### config.mk
export PLATFORM = sky130hd
export DESIGN_NAME = planar_odometry_integrator
export DESIGN_NICKNAME = d
export VERILOG_FILES = /design/src/rtl/poi_pkg.sv /design/src/rtl/poi_ctrl.sv /design/src/rtl/poi_dp.sv /design/src/rtl/planar_odometry_integrator.sv
export SDC_FILE = /design/constraint.sdc
export NUM_CORES = 2
export LEC_CHECK = 0
export ABC_CLOCK_PERIOD_IN_PS = 18000
export CAP_MARGIN = 20
export CORE_MARGIN = 4
export CORE_UTILIZATION = 62
export CTS_CLUSTER_SIZE = 25
export DETAILED_ROUTE_END_ITERATION = 10
export DONT_BUFFER_PORTS = 1
export PLACE_DENSITY = 0.78
export SLEW_MARGIN = 20
export SYNTH_ARGS = -nofsm -noshare
export SYNTH_HDL_FRONTEND = slang
export SYNTH_SLANG_ARGS = --single-unit
### constraint.sdc
create_clock -name clk -period 18 [get_ports clk]
set_input_delay 0.9 -clock clk [delete_from_list [all_inputs] [get_ports clk]]
set_output_delay 0.9 -clock clk [all_outputs]
set_load 0.01 [all_outputs]
### src/rtl/poi_pkg.sv
package poi_pkg;

    localparam int CORDIC_STEPS_DEF = 16;
    localparam int ANGLE_BITS_DEF   = 16;
    localparam int TAB_LEN          = 24;
    localparam int TAB_IDX_W        = 5;
    localparam int CORDIC_W         = 44;
    localparam int ZW               = 34;
    localparam int MUL_A_W          = 32;
    localparam int MUL_B_W          = 31;
    localparam int PROD_W           = MUL_A_W + MUL_B_W;

    localparam logic [29:0] INVK_Q30       = 30'd652032874;
    localparam logic [29:0] INV_TWO_PI_Q32 = 30'd683565276;

    typedef enum logic [4:0] {
        S_IDLE,
        S_MV,
        S_MU,
        S_PRE,
        S_RINIT,
        S_RSTEP,
        S_XLO,
        S_XHI,
        S_XSUM,
        S_XACC,
        S_YLO,
        S_YHI,
        S_YSUM,
        S_YACC,
        S_W,
        S_R,
        S_H,
        S_HD,
        S_QINIT,
        S_QSTEP,
        S_OUT
    } state_t;

    typedef enum logic [4:0] {
        OP_NOP,
        OP_LOAD,
        OP_MUL_VK,
        OP_MUL_UK,
        OP_SET_RY,
        OP_ROT_INIT,
        OP_CSTEP,
        OP_MUL_XLO,
        OP_MUL_XHI,
        OP_MUL_YLO,
        OP_MUL_YHI,
        OP_SUM,
        OP_ACC_X,
        OP_ACC_Y,
        OP_MUL_WDT,
        OP_SET_R16,
        OP_MUL_RINV,
        OP_HEAD,
        OP_QUAT_INIT,
        OP_PUBLISH
    } op_t;

    typedef struct packed {
        op_t                  op;
        logic [TAB_IDX_W-1:0] step;
    } cmd_t;

    typedef struct packed {
        logic out_full;
    } status_t;

    function automatic logic [29:0] atan_val(input logic [TAB_IDX_W-1:0] idx);
        logic [29:0] r;
        unique case (idx)
            5'd0:    r = 30'd536870912;
            5'd1:    r = 30'd316933406;
            5'd2:    r = 30'd167458907;
            5'd3:    r = 30'd85004756;
            5'd4:    r = 30'd42667331;
            5'd5:    r = 30'd21354465;
            5'd6:    r = 30'd10680862;
            5'd7:    r = 30'd5340245;
            5'd8:    r = 30'd2670163;
            5'd9:    r = 30'd1335087;
            5'd10:   r = 30'd667544;
            5'd11:   r = 30'd333772;
            5'd12:   r = 30'd166886;
            5'd13:   r = 30'd83443;
            5'd14:   r = 30'd41722;
            5'd15:   r = 30'd20861;
            5'd16:   r = 30'd10430;
            5'd17:   r = 30'd5215;
            5'd18:   r = 30'd2608;
            5'd19:   r = 30'd1304;
            5'd20:   r = 30'd652;
            5'd21:   r = 30'd326;
            5'd22:   r = 30'd163;
            5'd23:   r = 30'd81;
            default: r = 30'd0;
        endcase
        return r;
    endfunction

endpackage

### src/rtl/poi_ctrl.sv
module poi_ctrl
    import poi_pkg::*;
#(
    parameter int CORDIC_STEPS = CORDIC_STEPS_DEF
)
(
    input  logic    clk,
    input  logic    rst_n,
    input  logic    in_valid,
    output logic    in_stall,
    input  logic    out_stall,
    input  status_t status,
    output cmd_t    cmd
);

    localparam int NSTEP = (CORDIC_STEPS > TAB_LEN) ? TAB_LEN : CORDIC_STEPS;
    localparam int SW    = $clog2(NSTEP);

    state_t         state_reg;
    state_t         state_next;
    logic [SW-1:0]  step_reg;
    logic [SW-1:0]  step_next;
    logic           last_step;

    assign last_step = (step_reg == SW'(NSTEP - 1));

    always_ff @(posedge clk or negedge rst_n)
    begin
        if (!rst_n)
        begin
            state_reg <= S_IDLE;
            step_reg  <= '0;
        end
        else
        begin
            state_reg <= state_next;
            step_reg  <= step_next;
        end
    end

    always_comb
    begin
        state_next = state_reg;
        step_next  = step_reg;
        in_stall   = 1'b1;
        cmd.op     = OP_NOP;
        cmd.step   = TAB_IDX_W'(step_reg);
        unique case (state_reg)
            S_IDLE:
            begin
                in_stall = 1'b0;
                if (in_valid)
                begin
                    cmd.op     = OP_LOAD;
                    state_next = S_MV;
                end
            end
            S_MV:
            begin
                cmd.op     = OP_MUL_VK;
                state_next = S_MU;
            end
            S_MU:
            begin
                cmd.op     = OP_MUL_UK;
                state_next = S_PRE;
            end
            S_PRE:
            begin
                cmd.op     = OP_SET_RY;
                state_next = S_RINIT;
            end
            S_RINIT:
            begin
                cmd.op     = OP_ROT_INIT;
                step_next  = '0;
                state_next = S_RSTEP;
            end
            S_RSTEP:
            begin
                cmd.op = OP_CSTEP;
                if (last_step)
                begin
                    state_next = S_XLO;
                end
                else
                begin
                    step_next = step_reg + 1'b1;
                end
            end
            S_XLO:
            begin
                cmd.op     = OP_MUL_XLO;
                state_next = S_XHI;
            end
            S_XHI:
            begin
                cmd.op     = OP_MUL_XHI;
                state_next = S_XSUM;
            end
            S_XSUM:
            begin
                cmd.op     = OP_SUM;
                state_next = S_XACC;
            end
            S_XACC:
            begin
                cmd.op     = OP_ACC_X;
                state_next = S_YLO;
            end
            S_YLO:
            begin
                cmd.op     = OP_MUL_YLO;
                state_next = S_YHI;
            end
            S_YHI:
            begin
                cmd.op     = OP_MUL_YHI;
                state_next = S_YSUM;
            end
            S_YSUM:
            begin
                cmd.op     = OP_SUM;
                state_next = S_YACC;
            end
            S_YACC:
            begin
                cmd.op     = OP_ACC_Y;
                state_next = S_W;
            end
            S_W:
            begin
                cmd.op     = OP_MUL_WDT;
                state_next = S_R;
            end
            S_R:
            begin
                cmd.op     = OP_SET_R16;
                state_next = S_H;
            end
            S_H:
            begin
                cmd.op     = OP_MUL_RINV;
                state_next = S_HD;
            end
            S_HD:
            begin
                cmd.op     = OP_HEAD;
                state_next = S_QINIT;
            end
            S_QINIT:
            begin
                cmd.op     = OP_QUAT_INIT;
                step_next  = '0;
                state_next = S_QSTEP;
            end
            S_QSTEP:
            begin
                cmd.op = OP_CSTEP;
                if (last_step)
                begin
                    state_next = S_OUT;
                end
                else
                begin
                    step_next = step_reg + 1'b1;
                end
            end
            S_OUT:
            begin
                if (!(status.out_full && out_stall))
                begin
                    cmd.op     = OP_PUBLISH;
                    state_next = S_IDLE;
                end
            end
            default:
            begin
                state_next = S_IDLE;
            end
        endcase
    end

`ifndef SYNTHESIS
    a_accept_then_busy: assert property (@(posedge clk) disable iff (!rst_n)
        (in_valid && !in_stall) |=> in_stall)
        else $error("input taken while an item is in flight");

    a_publish_has_room: assert property (@(posedge clk) disable iff (!rst_n)
        (cmd.op == OP_PUBLISH) |-> !(status.out_full && out_stall))
        else $error("result overwrites a stalled beat");

    a_step_in_range: assert property (@(posedge clk) disable iff (!rst_n)
        (state_reg == S_RSTEP || state_reg == S_QSTEP) |-> (int'(step_reg) < NSTEP))
        else $error("rotation step beyond table");
`endif

endmodule

### src/rtl/poi_dp.sv
module poi_dp
    import poi_pkg::*;
#(
    parameter int ANGLE_BITS = ANGLE_BITS_DEF
)
(
    input  logic                clk,
    input  logic                rst_n,
    input  cmd_t                cmd,
    output status_t             status,
    input  logic signed [23:0]  fwd_speed,
    input  logic signed [23:0]  side_speed,
    input  logic signed [23:0]  yaw_speed,
    input  logic [19:0]         elapsed_time,
    output logic                out_valid,
    input  logic                out_stall,
    output logic signed [31:0]  pos_x,
    output logic signed [31:0]  pos_y,
    output logic [15:0]         heading_angle,
    output logic signed [15:0]  quat_z,
    output logic signed [15:0]  quat_w,
    output logic signed [23:0]  speed_echo,
    output logic signed [23:0]  yaw_rate_echo
);

    localparam int SH = 48 - ANGLE_BITS;

    logic signed [23:0]         v_reg;
    logic signed [23:0]         u_reg;
    logic signed [23:0]         w_reg;
    logic [19:0]                dt_reg;
    logic signed [PROD_W-1:0]   prod_reg;
    logic signed [CORDIC_W-1:0] rx_reg;
    logic signed [CORDIC_W-1:0] ry_reg;
    logic signed [CORDIC_W-1:0] cx_reg;
    logic signed [CORDIC_W-1:0] cy_reg;
    logic signed [ZW-1:0]       cz_reg;
    logic [41:0]                lo_reg;
    logic signed [63:0]         full_reg;
    logic signed [31:0]         px_reg;
    logic signed [31:0]         py_reg;
    logic [ANGLE_BITS-1:0]      head_reg;
    logic signed [28:0]         r16_reg;
    logic                       out_valid_reg;

    logic signed [MUL_A_W-1:0]  mul_a;
    logic signed [MUL_B_W-1:0]  mul_b;
    logic                       mul_en;
    logic [31:0]                h32;
    logic [31:0]                ang;
    logic [31:0]                ang_f;
    logic                       fold;
    logic signed [CORDIC_W-1:0] x0;
    logic signed [CORDIC_W-1:0] y0;
    logic signed [CORDIC_W-1:0] dx;
    logic signed [CORDIC_W-1:0] dy;
    logic signed [ZW-1:0]       at;
    logic signed [33:0]         acc_base;
    logic signed [33:0]         acc_sum;
    logic signed [31:0]         acc_sat;
    logic signed [27:0]         qs_r;
    logic signed [27:0]         qc_r;
    logic [ANGLE_BITS-1:0]      dbits;

    assign h32 = {head_reg, {(32 - ANGLE_BITS){1'b0}}};

    always_comb
    begin
        mul_en = 1'b1;
        mul_a  = '0;
        mul_b  = '0;
        unique case (cmd.op) inside
            OP_MUL_VK:
            begin
                mul_a = MUL_A_W'(v_reg);
                mul_b = MUL_B_W'(INVK_Q30);
            end
            OP_MUL_UK:
            begin
                mul_a = MUL_A_W'(u_reg);
                mul_b = MUL_B_W'(INVK_Q30);
            end
            OP_MUL_XLO:
            begin
                mul_a = {10'b0, cx_reg[21:0]};
                mul_b = {11'b0, dt_reg};
            end
            OP_MUL_XHI, OP_MUL_YHI:
            begin
                mul_a = MUL_A_W'((cmd.op == OP_MUL_XHI) ? $signed(cx_reg[43:22])
                                                         : $signed(cy_reg[43:22]));
                mul_b = {11'b0, dt_reg};
            end
            OP_MUL_YLO:
            begin
                mul_a = {10'b0, cy_reg[21:0]};
                mul_b = {11'b0, dt_reg};
            end
            OP_MUL_WDT:
            begin
                mul_a = MUL_A_W'(w_reg);
                mul_b = {11'b0, dt_reg};
            end
            OP_MUL_RINV:
            begin
                mul_a = MUL_A_W'(r16_reg);
                mul_b = MUL_B_W'(INV_TWO_PI_Q32);
            end
            default:
            begin
                mul_en = 1'b0;
            end
        endcase
    end

    always_comb
    begin
        if (cmd.op == OP_QUAT_INIT)
        begin
            x0  = CORDIC_W'({INVK_Q30, 2'b00});
            y0  = '0;
            ang = {1'b0, h32[31:1]};
        end
        else
        begin
            x0  = rx_reg;
            y0  = ry_reg;
            ang = h32;
        end
        fold  = ang[31] ^ ang[30];
        ang_f = {ang[31] ^ fold, ang[30:0]};
    end

    assign dx = cy_reg >>> cmd.step;
    assign dy = cx_reg >>> cmd.step;
    assign at = ZW'(atan_val(cmd.step));

    assign acc_base = (cmd.op == OP_ACC_X) ? 34'(px_reg) : 34'(py_reg);
    assign acc_sum  = acc_base + 34'($signed(full_reg[63:32])) + 34'(full_reg[31]);

    always_comb
    begin
        if (acc_sum[33:31] == 3'b000 || acc_sum[33:31] == 3'b111)
        begin
            acc_sat = acc_sum[31:0];
        end
        else if (acc_sum[33])
        begin
            acc_sat = 32'sh8000_0000;
        end
        else
        begin
            acc_sat = 32'sh7FFF_FFFF;
        end
    end

    assign dbits = prod_reg[SH+ANGLE_BITS-1:SH] + ANGLE_BITS'(prod_reg[SH-1]);
    assign qs_r  = 28'($signed(cy_reg[43:17])) + 28'(cy_reg[16]);
    assign qc_r  = 28'($signed(cx_reg[43:17])) + 28'(cx_reg[16]);

    function automatic logic signed [15:0] sat16(input logic signed [27:0] x);
        logic signed [15:0] r;
        if (x > 28'sd32767)
        begin
            r = 16'sh7FFF;
        end
        else if (x < -28'sd32768)
        begin
            r = 16'sh8000;
        end
        else
        begin
            r = x[15:0];
        end
        return r;
    endfunction

    always_ff @(posedge clk)
    begin
        if (mul_en)
        begin
            prod_reg <= mul_a * mul_b;
        end
        unique case (cmd.op) inside
            OP_LOAD:
            begin
                v_reg  <= fwd_speed;
                u_reg  <= side_speed;
                w_reg  <= yaw_speed;
                dt_reg <= elapsed_time;
            end
            OP_MUL_UK:
            begin
                rx_reg <= prod_reg[57:14];
            end
            OP_SET_RY:
            begin
                ry_reg <= prod_reg[57:14];
            end
            OP_ROT_INIT, OP_QUAT_INIT:
            begin
                cx_reg <= fold ? -x0 : x0;
                cy_reg <= fold ? -y0 : y0;
                cz_reg <= ZW'($signed(ang_f));
            end
            OP_CSTEP:
            begin
                if (!cz_reg[ZW-1])
                begin
                    cx_reg <= cx_reg - dx;
                    cy_reg <= cy_reg + dy;
                    cz_reg <= cz_reg - at;
                end
                else
                begin
                    cx_reg <= cx_reg + dx;
                    cy_reg <= cy_reg - dy;
                    cz_reg <= cz_reg + at;
                end
            end
            OP_MUL_XHI, OP_MUL_YHI:
            begin
                lo_reg <= prod_reg[41:0];
            end
            OP_SUM:
            begin
                full_reg <= (64'(prod_reg) <<< 22) + 64'(lo_reg);
            end
            OP_SET_R16:
            begin
                r16_reg <= prod_reg[44:16] + 29'(prod_reg[15]);
            end
            OP_PUBLISH:
            begin
                pos_x         <= px_reg;
                pos_y         <= py_reg;
                heading_angle <= h32[31:16];
                quat_z        <= sat16(qs_r);
                quat_w        <= sat16(qc_r);
                speed_echo    <= v_reg;
                yaw_rate_echo <= w_reg;
            end
            default:
            begin
            end
        endcase
    end

    always_ff @(posedge clk or negedge rst_n)
    begin
        if (!rst_n)
        begin
            px_reg        <= '0;
            py_reg        <= '0;
            head_reg      <= '0;
            out_valid_reg <= 1'b0;
        end
        else
        begin
            if (cmd.op == OP_ACC_X)
            begin
                px_reg <= acc_sat;
            end
            if (cmd.op == OP_ACC_Y)
            begin
                py_reg <= acc_sat;
            end
            if (cmd.op == OP_HEAD)
            begin
                head_reg <= head_reg + dbits;
            end
            if (cmd.op == OP_PUBLISH)
            begin
                out_valid_reg <= 1'b1;
            end
            else if (!out_stall)
            begin
                out_valid_reg <= 1'b0;
            end
        end
    end

    assign out_valid       = out_valid_reg;
    assign status.out_full = out_valid_reg;

`ifndef SYNTHESIS
    a_publish_valid: assert property (@(posedge clk) disable iff (!rst_n)
        (cmd.op == OP_PUBLISH) |=> out_valid)
        else $error("published beat not presented");

    a_pos_only_on_acc: assert property (@(posedge clk) disable iff (!rst_n)
        (cmd.op != OP_ACC_X) |=> $stable(px_reg))
        else $error("x position moved outside accumulate");

    a_head_only_on_update: assert property (@(posedge clk) disable iff (!rst_n)
        (cmd.op != OP_HEAD) |=> $stable(head_reg))
        else $error("heading moved outside update");
`endif

endmodule

### src/rtl/planar_odometry_integrator.sv
// channel | handshake          | beat contents
// in      | in_valid/in_stall  | fwd_speed, side_speed, yaw_speed, elapsed_time
// out     | out_valid/out_stall| pos_x, pos_y, heading_angle, quat_z, quat_w, speed_echo,
//         |                    | yaw_rate_echo
// Each item is worked by the shared iterative rotator, which runs twice per item,
// and the single shared multiplier; inputs stall until the item is published.
// Reset clears position and heading to zero; the block is ready right after reset.
// A stalled result is held in the output register while the next item is worked;
// only the final publish waits for it to drain.
module planar_odometry_integrator
    import poi_pkg::*;
#(
    parameter int CORDIC_STEPS = CORDIC_STEPS_DEF,
    parameter int ANGLE_BITS   = ANGLE_BITS_DEF
)
(
    input  logic                clk,
    input  logic                rst_n,
    input  logic                in_valid,
    output logic                in_stall,
    input  logic signed [23:0]  fwd_speed,
    input  logic signed [23:0]  side_speed,
    input  logic signed [23:0]  yaw_speed,
    input  logic [19:0]         elapsed_time,
    output logic                out_valid,
    input  logic                out_stall,
    output logic signed [31:0]  pos_x,
    output logic signed [31:0]  pos_y,
    output logic [15:0]         heading_angle,
    output logic signed [15:0]  quat_z,
    output logic signed [15:0]  quat_w,
    output logic signed [23:0]  speed_echo,
    output logic signed [23:0]  yaw_rate_echo
);

    cmd_t    cmd;
    status_t status;

    poi_ctrl #(
        .CORDIC_STEPS (CORDIC_STEPS)
    ) u_ctrl (
        .clk       (clk),
        .rst_n     (rst_n),
        .in_valid  (in_valid),
        .in_stall  (in_stall),
        .out_stall (out_stall),
        .status    (status),
        .cmd       (cmd)
    );

    poi_dp #(
        .ANGLE_BITS (ANGLE_BITS)
    ) u_dp (
        .clk           (clk),
        .rst_n         (rst_n),
        .cmd           (cmd),
        .status        (status),
        .fwd_speed     (fwd_speed),
        .side_speed    (side_speed),
        .yaw_speed     (yaw_speed),
        .elapsed_time  (elapsed_time),
        .out_valid     (out_valid),
        .out_stall     (out_stall),
        .pos_x         (pos_x),
        .pos_y         (pos_y),
        .heading_angle (heading_angle),
        .quat_z        (quat_z),
        .quat_w        (quat_w),
        .speed_echo    (speed_echo),
        .yaw_rate_echo (yaw_rate_echo)
    );

endmodule
==> reports/results.ini <==
[synthesis]
yosysMostFrequentCell=inv_1
ys_async_sr_fraction_pct=13.0
synth.distinct_cells=105
synth_top_area_share_pct=24.6
ys_warn_count=0
synth_top_cell_by_area=edfxtp_1
synth_enable_flop_cells=602
synthCells=7413
yosysSeqAreaShare_pct=27.7
ys_top_cells_by_count=inv_1, fa_1, nor2_1
syn_avg_cell_area_sq_um=9.90
synth_area_sq_mm=0.0734
synth.area.top_cells=edfxtp_1, fa_1, ha_1
synth_fp_nets=8767
ys.flop_type=edfxtp_1
synth_seq_cells=692

[sta]
fin_setup_tns_ns=0
hold_viol_final=0
skew_ns=0.0610
slew_headroom_pct=24.0
rsz0062_at_grt=false
worstMarginPinSlew_ns=1.14
finalCriticalPeriod_ns=12.53
setup_viol=0
slew_violations=0
timing.final.crit_share_pct=69.6
fmax_mhz=79.8

[clock_tree]
clk_pin_slew_worst_paths_ns=0.06
clk_latency_ns=0.75
clockBufferDepth=3
cts_tree=yes
cts_resized=0
cts_made_buffers=82
clock_sinks=692
root_buffer=clkbuf_16
ctsHtreeMaxLevel=3

[die]
die_x_um=352
initial_utilization_pct=62.8
io_pins=258
die_h_um=352
die_area_sq_mm=0.124
num_rows=125
core_area_sq_mm=0.117

[worst_setup_path]
cp_max_fo=49
cp.arrival_ns=13.00
worstReg2RegStart=u_ctrl.state_reg[2]
critical_path.most_common_cell=fa_1
critPathLaunchType=flop
cp-end-kind=flop
r2r_cells=28
cp_slowest_cell=fa_1
critPathMaxStageDelay_ns=1.01
regToRegSetupSlack_ns=5.47
critical_path_required_ns=18.47
worst_r2r_endpoint=u_dp.prod_reg[56]
criticalPathCategory=reg2reg

[detailed_routing]
first_iter_violations=6543
drc=0
drt-total-wl_um=253000
vias=58600
routed_via_density=6.59
ant_nets=0
first_pass_iters=8
wl_per_cell_um=28.4

[layout]
largest_register_ffs=58
area_delta_synth_final_pct=6.25
finalNetCount=8637
final_layout_size_suffix_gt1_share_pct=6.94
n_fill_cell=9081

[outcome]
outcome=complete, no violations

[worst_hold_path]
worst_hold_path_type=in2async

[global_routing]
grt_max_degree=91
grt_pass1_wl_um=372000
antenna_found_initial=20
grt-ovfl-total=0
grt_pass1_vias=58500
track_usage_pct=40.4

[flow_run]
cap_violations=0

[place]
post-dp-hpwl_um=198000
io_buffers=0
finalWeightedCongestion=1.05

## worst max-delay path: cells and delay by family, from the launching register on
kind / cells / cell delay [ns]
adder cells (fa/ha/maj): 9 / 5.21
AND/OR/NAND/NOR: 11 / 3.16
AO/OA/AOI/OAI: 3 / 1.73
buffers and inverters: 4 / 1.07
flip-flops: 1 / 0.92
XOR/XNOR: 1 / 0.10
## worst max path at each step
| stage | start | end | slack [ns] | cells after the start |
|---|---|---|---|---|
| after global placement | u_ctrl.state_reg[2] | u_dp.prod_reg[56] | 5.69 | 28 |
| after CTS | u_ctrl.state_reg[2] | u_dp.prod_reg[54] | 5.58 | 28 |
| after global routing | u_ctrl.state_reg[2] | u_dp.prod_reg[56] | 4.87 | 28 |
| after detailed placement | u_ctrl.state_reg[2] | u_dp.prod_reg[54] | 5.60 | 28 |
| after floorplan | u_ctrl.state_reg[4] | u_dp.prod_reg[47] | 7.18 | 32 |
| final | u_ctrl.state_reg[2] | u_dp.prod_reg[56] | 5.47 | 28 |
## metal layers
metal	up-vias	part of all wire (%)	track usage, %
met5	-	0.034	0
met4	12	9.2	28.9
met3	1025	11	8.82
met2	3656	45	62.9
met1	29000	35	50.4
li1	24900	-	-
## area by class of cell
class / instances / area [sq um] / share of cell area (%)
tap: 1524 / 1910 / 2.45
timing repair buffer: 121 / 932 / 1.20
sequential: 692 / 20300 / 26.1
multi-input combinational: 5414 / 48200 / 61.9
clock buffer: 95 / 2120 / 2.72
inverter: 972 / 3650 / 4.68
clock inverter: 56 / 758 / 0.972
antenna: 8 / 20.0 / 0.0257
## metrics by stage
| stage | area (sq um) | hold WS, ns | utilization [%] | worst slack (ns) | cells |
|---|---|---|---|---|---|
| 2_1_floorplan | 73400 | 0.421 | - | 7.18 | 7413 |
| 3_3_place_gp | 75000 | 0.432 | 64.2 | 5.69 | 8721 |
| 3_5_place_dp | 75000 | 0.442 | 64.2 | 5.60 | 8721 |
| 4_1_cts | 77900 | 0.0708 | 66.7 | 5.58 | 8873 |
| 5_1_grt | 78000 | 0.0821 | 66.7 | 4.87 | 8874 |
| 6_report | 78000 | 0.0593 | 66.7 | 5.47 | 8882 |
## what timing repair did
action | 4_1_cts | 5_1_grt
endpoints found under the hold margin | 90 | 0
setup buffers | 0 | 0
hold buffers | 1 | 0
## cells by family after synthesis
logic type / share of synthesized area, %
AND/OR/NAND/NOR: 12.7
AO/OA/AOI/OAI: 11.8
buffers and inverters: 6.90
adder cells (fa/ha/maj): 30.2
flip-flops: 27.7
XOR/XNOR: 5.35
multiplexers: 5.28
## layout by cell type (no fill, tap or decap), types with 39 or more instances in the layout
master     Yosys  routed
and3_1        60      60
a31oi_1       70      70
a21oi_1      450     441
o21a_1        40      40
nand2_1      708     707
and2_1        48      48
a22oi_1       50      50
buf_4          5     118
xnor2_1      263     262
edfxtp_1     602     602
o21ai_0      258     258
nand3_1      119     119
ha_1         400     400
dfrtp_1       90      86
nor2_1       750     742
nand2b_1      54      54
fa_1         858     858
xor2_1       183     181
a21o_1       123     123
nor2b_1       47      47
inv_1        967     966
clkbuf_16      0      82
o22ai_1       39      39
mux4_2        79      79
mux2_2        73      73
mux2i_1      100     100
nor3_1        90      85
Power is left out: the tool's default activity adds up to more than one toggle a clock period on the data nets, which glitch-free logic cannot reach.
